==> src/rtl/cate_pkg.sv <==
// Shared constants for the crank angle to trigger event resolver.
// Used by the top level and by its port checker; depends on nothing.
package cate_pkg;

  localparam int DEF_MAX_TEETH = 128;

  // One engine cycle of 720 degrees in 1/64-degree units.
  localparam int CYCLE_UNITS = 46080;
  localparam int DELAY_MIN   = -46080;
  localparam int DELAY_MAX   = 46079;

  localparam int ALU_W = 21;

  localparam logic OP_LOAD    = 1'b0;
  localparam logic OP_RESOLVE = 1'b1;

  localparam logic [1:0] ST_RESOLVED = 2'd0;
  localparam logic [1:0] ST_LOADED   = 2'd1;
  localparam logic [1:0] ST_EMPTY    = 2'd2;

  localparam logic CFG_GLOBAL_OFFSET = 1'b0;
  localparam logic CFG_TOOTH_COUNT   = 1'b1;

endpackage

==> src/rtl/crank_angle_to_trigger_event.sv <==
// Top level of the crank angle to trigger event resolver.
// Depends on cate_pkg for constants; holds the tooth table, sequencer and shared adder.

// A load beat stores one tooth angle and gives its result in the cycle after it is
// taken; a resolve beat with an empty table does the same. A resolve beat on a
// table of n teeth (n is tooth_count, limited to MAX_TEETH) steps through the sum,
// bias, reduction, first-tooth, scan and delay states, scanning teeth in order.
// Its run time is set by the single add/subtract unit, which does the offset add,
// the four-step reduction into the 720-degree cycle, and one tooth compare per
// cycle, and by the one read port of the tooth table. The block takes no new
// beat while a resolve is in progress. Table entries that were never loaded read
// back as unknown values, so load every tooth below tooth_count before resolving.
module crank_angle_to_trigger_event
  import cate_pkg::*;
#(
  parameter int MAX_TEETH = DEF_MAX_TEETH
) (
  input  logic               clk,
  input  logic               rst_n,
  input  logic               cfg_valid,
  output logic               cfg_ready,
  input  logic               cfg_index,
  input  logic        [16:0] cfg_data,
  input  logic               in_valid,
  output logic               in_ready,
  input  logic               in_opcode,
  input  logic        [6:0]  in_tooth_index,
  input  logic        [15:0] in_tooth_angle,
  input  logic signed [18:0] in_event_angle,
  input  logic        [7:0]  in_event_tag,
  output logic               out_valid,
  input  logic               out_ready,
  output logic        [1:0]  out_status,
  output logic        [6:0]  out_event_index,
  output logic signed [16:0] out_delay_angle,
  output logic        [7:0]  out_result_tag
);

  localparam int AW  = (MAX_TEETH > 1) ? $clog2(MAX_TEETH) : 1;
  localparam int NWR = $clog2(MAX_TEETH + 1);
  localparam int NW  = (NWR > 8) ? NWR : 8;

  typedef enum logic [2:0] {
    S_IDLE, S_SUM, S_BIAS, S_MOD, S_FIRST, S_SCAN, S_DELAY
  } state_t;

  state_t                    state_r, state_nxt;
  logic signed [16:0]        off_r, off_nxt;
  logic        [7:0]         cnt_r, cnt_nxt;
  logic signed [18:0]        ev_r, ev_nxt;
  logic        [7:0]         tag_r, tag_nxt;
  logic signed [ALU_W-1:0]   acc_r, acc_nxt;
  logic        [15:0]        cur_ang_r, cur_ang_nxt;
  logic        [AW-1:0]      idx_r, idx_nxt;
  logic        [1:0]         k_r, k_nxt;
  logic                      out_valid_r, out_valid_nxt;
  logic        [1:0]         out_status_r, out_status_nxt;
  logic        [6:0]         out_idx_r, out_idx_nxt;
  logic signed [16:0]        out_delay_r, out_delay_nxt;
  logic        [7:0]         out_tag_r, out_tag_nxt;

  logic        [15:0]        mem [MAX_TEETH];
  logic        [15:0]        rd_q;
  logic        [AW-1:0]      rd_addr;
  logic                      mem_we;
  logic        [AW-1:0]      wr_addr;

  logic        [NW-1:0]      n_teeth;
  logic                      in_fire;
  logic signed [ALU_W-1:0]   alu_a, alu_b, alu_res;
  logic                      alu_sub;
  logic        [NW:0]        next_pos;

  assign cfg_ready = 1'b1;
  assign in_ready  = (state_r == S_IDLE) && (!out_valid_r || out_ready);
  assign in_fire   = in_valid && in_ready;

  assign n_teeth = (NW'(cnt_r) > NW'(MAX_TEETH)) ? NW'(MAX_TEETH) : NW'(cnt_r);
  assign next_pos = (NW + 1)'(idx_r) + (NW + 1)'(2);

  assign wr_addr = AW'(in_tooth_index);
  assign mem_we  = in_fire && (in_opcode == OP_LOAD) && (32'(in_tooth_index) < MAX_TEETH);

  assign alu_res = alu_sub ? (alu_a - alu_b) : (alu_a + alu_b);

  assign out_valid       = out_valid_r;
  assign out_status      = out_status_r;
  assign out_event_index = out_idx_r;
  assign out_delay_angle = out_delay_r;
  assign out_result_tag  = out_tag_r;

  always_ff @(posedge clk) begin
    if (mem_we) begin
      mem[wr_addr] <= in_tooth_angle;
    end
    rd_q <= mem[rd_addr];
  end

  always_comb begin
    state_nxt      = state_r;
    off_nxt        = off_r;
    cnt_nxt        = cnt_r;
    ev_nxt         = ev_r;
    tag_nxt        = tag_r;
    acc_nxt        = acc_r;
    cur_ang_nxt    = cur_ang_r;
    idx_nxt        = idx_r;
    k_nxt          = k_r;
    out_valid_nxt  = out_valid_r;
    out_status_nxt = out_status_r;
    out_idx_nxt    = out_idx_r;
    out_delay_nxt  = out_delay_r;
    out_tag_nxt    = out_tag_r;
    alu_a          = acc_r;
    alu_b          = '0;
    alu_sub        = 1'b0;
    rd_addr        = '0;

    if (cfg_valid && cfg_ready) begin
      case (cfg_index)
        CFG_GLOBAL_OFFSET: off_nxt = cfg_data;
        CFG_TOOTH_COUNT:   cnt_nxt = cfg_data[7:0];
        default:           ;
      endcase
    end

    if (out_valid_r && out_ready) begin
      out_valid_nxt = 1'b0;
    end

    case (state_r)
      S_IDLE: begin
        if (in_fire) begin
          ev_nxt  = in_event_angle;
          tag_nxt = in_event_tag;
          if (in_opcode == OP_LOAD) begin
            out_valid_nxt  = 1'b1;
            out_status_nxt = ST_LOADED;
            out_idx_nxt    = '0;
            out_delay_nxt  = '0;
            out_tag_nxt    = in_event_tag;
          end else if (n_teeth == '0) begin
            out_valid_nxt  = 1'b1;
            out_status_nxt = ST_EMPTY;
            out_idx_nxt    = '0;
            out_delay_nxt  = '0;
            out_tag_nxt    = in_event_tag;
          end else begin
            state_nxt = S_SUM;
          end
        end
      end
      S_SUM: begin
        alu_a     = ALU_W'(ev_r);
        alu_b     = ALU_W'(off_r);
        acc_nxt   = alu_res;
        state_nxt = S_BIAS;
      end
      S_BIAS: begin
        // Adding 8 * CYCLE_UNITS makes any reachable sum non-negative and below 16 * CYCLE_UNITS.
        alu_b     = ALU_W'(8 * CYCLE_UNITS);
        acc_nxt   = alu_res;
        k_nxt     = 2'd3;
        state_nxt = S_MOD;
      end
      S_MOD: begin
        alu_sub = 1'b1;
        alu_b   = ALU_W'(CYCLE_UNITS) <<< k_r;
        if (!alu_res[ALU_W-1]) begin
          acc_nxt = alu_res;
        end
        k_nxt = k_r - 2'd1;
        if (k_r == 2'd0) begin
          state_nxt = S_FIRST;
        end
      end
      S_FIRST: begin
        // From here on the accumulator holds wrapped angle plus tooth 0 angle, so
        // each tooth compares against it directly.
        alu_b       = ALU_W'(rd_q);
        acc_nxt     = alu_res;
        cur_ang_nxt = rd_q;
        idx_nxt     = '0;
        rd_addr     = AW'(1);
        if (n_teeth == NW'(1)) begin
          state_nxt = S_DELAY;
        end else begin
          state_nxt = S_SCAN;
        end
      end
      S_SCAN: begin
        alu_sub = 1'b1;
        alu_b   = ALU_W'(rd_q);
        rd_addr = AW'(next_pos);
        if (alu_res[ALU_W-1]) begin
          state_nxt = S_DELAY;
        end else begin
          cur_ang_nxt = rd_q;
          idx_nxt     = idx_r + AW'(1);
          if (next_pos >= (NW + 1)'(n_teeth)) begin
            state_nxt = S_DELAY;
          end
        end
      end
      S_DELAY: begin
        alu_sub        = 1'b1;
        alu_b          = ALU_W'(cur_ang_r);
        out_valid_nxt  = 1'b1;
        out_status_nxt = ST_RESOLVED;
        out_idx_nxt    = 7'(idx_r);
        out_tag_nxt    = tag_r;
        if (alu_res < ALU_W'(DELAY_MIN)) begin
          out_delay_nxt = 17'(DELAY_MIN);
        end else if (alu_res > ALU_W'(DELAY_MAX)) begin
          out_delay_nxt = 17'(DELAY_MAX);
        end else begin
          out_delay_nxt = 17'(alu_res);
        end
        state_nxt = S_IDLE;
      end
      default: begin
        state_nxt = S_IDLE;
      end
    endcase
  end

  always_ff @(posedge clk) begin
    if (!rst_n) begin
      state_r     <= S_IDLE;
      off_r       <= '0;
      cnt_r       <= '0;
      out_valid_r <= 1'b0;
    end else begin
      state_r     <= state_nxt;
      off_r       <= off_nxt;
      cnt_r       <= cnt_nxt;
      out_valid_r <= out_valid_nxt;
    end
    ev_r         <= ev_nxt;
    tag_r        <= tag_nxt;
    acc_r        <= acc_nxt;
    cur_ang_r    <= cur_ang_nxt;
    idx_r        <= idx_nxt;
    k_r          <= k_nxt;
    out_status_r <= out_status_nxt;
    out_idx_r    <= out_idx_nxt;
    out_delay_r  <= out_delay_nxt;
    out_tag_r    <= out_tag_nxt;
  end

endmodule

==> config.mk <==
export PLATFORM = sky130hd
export DESIGN_NAME = crank_angle_to_trigger_event
export DESIGN_NICKNAME = d
export VERILOG_FILES = /design/src/rtl/cate_pkg.sv /design/src/rtl/crank_angle_to_trigger_event.sv
export SDC_FILE = /design/constraint.sdc
export NUM_CORES = 2
export LEC_CHECK = 0
export BUFFER_PORTS_ARGS = -buffer_cell sky130_fd_sc_hd__buf_2
export CAP_MARGIN = 0
export CORE_UTILIZATION = 63
export CTS_CLUSTER_SIZE = 12
export DETAILED_ROUTE_END_ITERATION = 10
export GPL_ROUTABILITY_DRIVEN = 1
export PLACE_DENSITY = 0.82
export SLEW_MARGIN = 15
export SYNTH_ARGS = -nofsm -noshare
export SYNTH_HDL_FRONTEND = slang
export SYNTH_SLANG_ARGS = --single-unit
export TNS_END_PERCENT = 10
==> constraint.sdc <==
create_clock -name clk -period 7.85 [get_ports clk]
set_clock_uncertainty 0.15 [all_clocks]
set_input_delay 0.3925 -clock clk [delete_from_list [all_inputs] [get_ports clk]]
set_output_delay 0.3925 -clock clk [all_outputs]
set_load 0.01 [all_outputs]
== Yosys cells after proc, flatten, opt, wreduce, memory -nomap -nowiden ==
Memory sizes are Yosys's and may differ from the RTL's. A register that Yosys moved wholly into a read port is not among the register bits.
Cells that the tools add are included.

* Flip-flop bits (word level): 136
* RAM bits: 2,048
* Input bits: 74
* Output and inout bits: 37
* Word-level logic and storage cells: 111
* Memories kept: 1

{| class="wikitable"
|+ Memories
! memory !! depth !! bits a word !! read ports !! clocked after memory_dff !! write ports !! RTL line !! RTL
|-
| mem || 128 || 16 || 1 || 1 || 1 || crank_angle_to_trigger_event.sv:62 || <nowiki>logic [15:0] mem [MAX_TEETH];</nowiki>
|}

* Add/sub/neg operators: 5
* Magnitude comparators: 4
* Equal/unequal tests: 15
* Shifts and indexed selects: 1
* Multiplexer cells: 46
* Bitwise operators: 2
* Reduce and logical (&&, ||, !) cells: 23

{| class="wikitable"
|+ Operators with widths
! cell !! number
|-
| $pmux W21 S5 || 1
|-
| $mux W17 || 5
|-
| $mux W21 || 3
|-
| $pmux W21 S2 || 1
|-
| $pmux W7 S2 || 3
|-
| $pmux W17 S2 || 1
|-
| $mux W8 || 4
|-
| $pmux W16 S2 || 1
|-
| $mux W7 || 4
|-
| $add A21 B21 Y21 || 1
|-
| $gt A21 B17 Y1 const B || 1
|-
| $lt A21 B17 Y1 const B || 1
|-
| $sshl A17 B2 Y21 const A || 1
|-
| $sub A21 B21 Y21 || 1
|-
| $mux W3 || 6
|-
| $pmux W3 S6 || 1
|-
| $mux W16 || 1
|-
| $pmux W8 S2 || 1
|-
| $ne A2 B2 Y1 const B || 6
|-
| $reduce_and A2 Y1 || 5
|-
| $eq A3 B3 Y1 const B || 3
|-
| $add A7 B2 Y8 const B || 1
|-
| $eq A8 B1 Y1 const B || 1
|-
| $ge A8 B8 Y1 || 1
|-
| other kinds (23) || 42
|}

== Longest topological paths before layout ==
* Word-level depth: 9
* Mapped depth: 24

== Worst setup path after synthesis ==
No wires, ideal clock.

* Kind: flip-flop to flip-flop
* From: reg state_r[2]
* To: reg cur_ang_r[0], enable pin
* Setup time: 438 ps
* Data arrival time: 5,801 ps
* Path slack: 1,461 ps
* Cell stages (with the launch flop): 18
* Clock period less this slack: 6,389 ps
* Cell sequence: dfxtp_1 buf_6 nor3b_2 buf_2 buf_1 clkbuf_1 mux2i_1 ha_1 inv_1 fa_1 a211oi_1 o21ai_2 o221a_2 o21ai_0 a31oi_1 o31ai_1 xor2_2 a21boi_0

* Longest elaborated chain between the ends: 7

{| class="wikitable"
|+ RTL lines
! element !! RTL line !! RTL
|-
| start: declaration || crank_angle_to_trigger_event.sv:47 || <nowiki>state_t state_r, state_nxt;</nowiki>
|-
| start signal: assignment || crank_angle_to_trigger_event.sv:234 || <nowiki>state_r <= state_nxt;</nowiki>
|-
| $eq A3 B3 Y1 || crank_angle_to_trigger_event.sv:131 || <nowiki>case (state_r)</nowiki>
|-
| $reduce_or A2 Y1 (no source line) || -- ||
|-
| $pmux W21 S5 || crank_angle_to_trigger_event.sv:131 ||
|-
| $add A21 B21 Y21 / $sub A21 B21 Y21 (equally long branches) || crank_angle_to_trigger_event.sv:84 || <nowiki>assign alu_res = alu_sub ? (alu_a - alu_b) : (alu_a + alu_b);</nowiki>
|-
| $mux W21 || crank_angle_to_trigger_event.sv:84 ||
|-
| $ne A2 B2 Y1 (no source line) || -- ||
|-
| $reduce_and A2 Y1 (no source line) (*) || -- ||
|-
| end signal: assignment || crank_angle_to_trigger_event.sv:242 || <nowiki>cur_ang_r <= cur_ang_nxt;</nowiki>
|-
| end: declaration || crank_angle_to_trigger_event.sv:53 || <nowiki>logic [15:0] cur_ang_r, cur_ang_nxt;</nowiki>
|}

Mark *: on every way between the ends. The rest lies on a longest branch, timed or not.
A chain may end at the register's enable or synchronous reset.

== Worst setup path after layout ==
* From: reg state_r[0]
* To: reg acc_r[1], enable pin

* Longest elaborated chain between the ends: 7

{| class="wikitable"
|+ RTL lines
! element !! RTL line !! RTL
|-
| $eq A3 B3 Y1 || crank_angle_to_trigger_event.sv:131 ||
|-
| $reduce_or A2 Y1 (no source line) || -- ||
|-
| $pmux W21 S5 || crank_angle_to_trigger_event.sv:131 ||
|-
| $add A21 B21 Y21 / $sub A21 B21 Y21 (equally long branches) || crank_angle_to_trigger_event.sv:84 ||
|-
| $mux W21 || crank_angle_to_trigger_event.sv:84 ||
|-
| $ne A2 B2 Y1 (no source line) || -- ||
|-
| $reduce_and A2 Y1 (no source line) (*) || -- ||
|-
| end signal: assignment || crank_angle_to_trigger_event.sv:241 || <nowiki>acc_r <= acc_nxt;</nowiki>
|-
| end: declaration || crank_angle_to_trigger_event.sv:52 || <nowiki>logic signed [ALU_W-1:0] acc_r, acc_nxt;</nowiki>
|}

Marked as above.

==> impl_metrics.tcl <==
set metrics [dict create \
    ys_types 85 \
    start_kind "flop" \
    fin_area_mm2 0.0971 \
    die_h_um 374 \
    power_mw 24.9 \
    postLayoutCoreUtil 0.707 \
    rsz0062_at_grt "no" \
    wl_per_cell_um 33.9 \
    synth_ff_type "edfxtp_1" \
    grt_pass1_wl_um 323000 \
    fin_tns_setup_ns 0 \
    cp.arrival_ns 6.81 \
    gp_congestion 0.856 \
    numPortBuffers 109 \
    cp-end-kind "flop" \
    die_x_um 374 \
    core_mm2 0.137 \
    detail-route-antenna-nets 0 \
    cts_resized 0 \
    powerDensity_mw_per_mm2 257 \
    cp-startpoint "state_r[0]$_SDFFE_PN0P_" \
    first_global_vias 47100 \
    crit_end "acc_r[1]$_DFFE_PP_" \
    clockBufferDepth 3 \
    dpl_cell_area_mm2 0.0904 \
    synth.net_count 4479 \
    setup_violations 0 \
    hold_ws_ns 0.0631 \
    final_cell_mix "edfxtp_1, mux4_2, nand2_1" \
    nNetsFinal 4811 \
    reg2reg_from "state_r[0]$_SDFFE_PN0P_" \
    r2r_cells 17 \
    grt_use_total 0.323 \
    cts_buffers 209 \
    p_leak_nw 31.2 \
    layout_commonest_cell "edfxtp_1" \
    die_area_mm2 0.140 \
    clk_pin_slew_ns 0.06 \
    netlist_instances 4367 \
    drc 0 \
    cap_violations 0 \
    hold_path.class "input pin to flop" \
    max-slew-margin-rel 0.0690 \
    syn_area_mm2 0.0871 \
    rows 136 \
    grt_overflow_total 0 \
    cts_max_level 4 \
    post-cts-setup-buffer-count 0 \
    antenna_found_initial 14 \
    worstSetupPathType "flop to flop" \
    min_period_over_period 0.830 \
    path_max_fanout 27 \
    worstPathRequired_ns 8.14 \
    firstDrtPassIters 6 \
    grt_max_degree 107 \
    drtIter0Drc 7251 \
    cts_tree "built" \
    num-fill-cells 7580 \
    max_freq_mhz 153 \
    wl_um 223000 \
    root_buffer "clkbuf_16" \
    hpwl_um 123000 \
    hold_buffers 84 \
    period_needed_ns 6.52 \
    area_delta_synth_final_pct 11.5 \
    hold_viol_final 0 \
    num_vias 46900 \
    async_flop_share 0 \
    slew_violations 0 \
    cts_sinks 2200 \
    synth-seq-area-share 0.753 \
    tightest_slew_ns 1.39 \
    synth_edf_count 2155 \
    viasPerCell 7.13 \
    avgSynthCellArea_um2 20.0 \
    clkLatencyLatePin_ns 0.84 \
    peakVddDrop_uv 239 \
    ys_warn_count 0 \
    rr_endpoint "acc_r[1]$_DFFE_PP_" \
    status "completed" \
    pin_count 111 \
    start_util 0.634 \
    synth-seq-cells 2200 \
    drive_above_1_share 0.231 \
    r2r_slack_ns 1.33 \
]
sequential cells by signal, summed over array words and instances, names as in the netlist, 8 cells and up:
name / cells
cnt_r: 8
cur_ang_r: 16
mem: 2048
acc_r: 21
ev_r: 19
rd_q: 16
out_result_tag: 8
off_r: 17
out_delay_angle: 17
tag_r: 8
Yosys cell counts, types with 45 or more instances:
library cell / count / area [um^2]
nor2b_1: 85 / 532
dfxtp_1: 45 / 901
mux2i_1: 70 / 701
mux4_2: 512 / 11500
a211oi_1: 260 / 1950
a31oi_1: 73 / 457
edfxtp_1: 2155 / 64700
a21oi_1: 67 / 335
nand2_1: 266 / 998
buf_2: 107 / 536
clkbuf_1: 115 / 432
and2_1: 76 / 475
nor2_1: 163 / 612
worst min path at each step:
stage / startpoint / end / cells after the start
after CTS: in_tooth_angle[8] / mem[82][8]$_DFFE_PP_ / 1
after global routing: in_tooth_angle[8] / mem[82][8]$_DFFE_PP_ / 1
after global placement: rd_q[0]$_DFF_P_ / cur_ang_r[0]$_DFFE_PP_ / 0
after detailed placement: rd_q[1]$_DFF_P_ / cur_ang_r[1]$_DFFE_PP_ / 0
final: in_tooth_angle[5] / mem[107][5]$_DFFE_PP_ / 1
after floorplan: rd_q[12]$_DFF_P_ / cur_ang_r[12]$_DFFE_PP_ / 0
cell families after synthesis:
logic type | synth area share
flip-flops | 0.753
XOR/XNOR | 0.00411
AO/OA/AOI/OAI | 0.0412
AND/OR/NAND/NOR | 0.0381
adder cells (fa/ha/maj) | 0.00554
multiplexers | 0.143
other | 0.0000430
buffers and inverters | 0.0153
through the flow:
stage               setup WS, ns  cells
floorplan                   1.46   4367
global placement            1.46   6198
detailed placement          1.35   6198
CTS                         1.34   6577
global route               0.697   6577
finish                      1.33   6585
critical path, stage by stage, from the launching register on:
cell      delay [ns]
dfxtp_1         0.91
nor2b_1         0.43
nand2_1         0.15
o21ai_0         0.11
a22oi_1         0.40
ha_1            0.38
and2_1          0.25
a21oi_1         0.10
xnor2_1         0.19
ha_1            0.38
nand2_1         0.12
o21ai_0         0.26
nand3b_1        0.14
o21ai_0         0.19
o31ai_1         0.59
xor2_2          0.33
nand3_1         0.16
and3_1          0.86
area by class of cell:
type	instances	area, um^2	share of cell area
antenna	8	20.0	0.000206
clock buffer	266	5590	0.0576
clock inverter	29	280	0.00289
inverter	29	109	0.00112
multi-input combinational	1882	20300	0.209
sequential	2200	65600	0.676
tap	1794	2240	0.0231
timing repair buffer	377	2950	0.0303
routing by layer:
layer / up-vias / global-route usage / wire, um
li1: 18600 / - / -
met1: 23900 / 0.437 / 77100
met2: 3808 / 0.508 / 107000
met3: 683 / 0.0754 / 27700
met4: 10 / 0.149 / 11600
met5: - / 0 / 55
power breakdown:
group          switching [mW]  internal [mW]  total [mW]
Combinational            1.71          0.868        2.58
Clock                    4.12           5.00        9.12
Sequential             0.0721           13.1        13.2
Total                    5.91           19.0        24.9
Power figures use the tool's default switching activity.
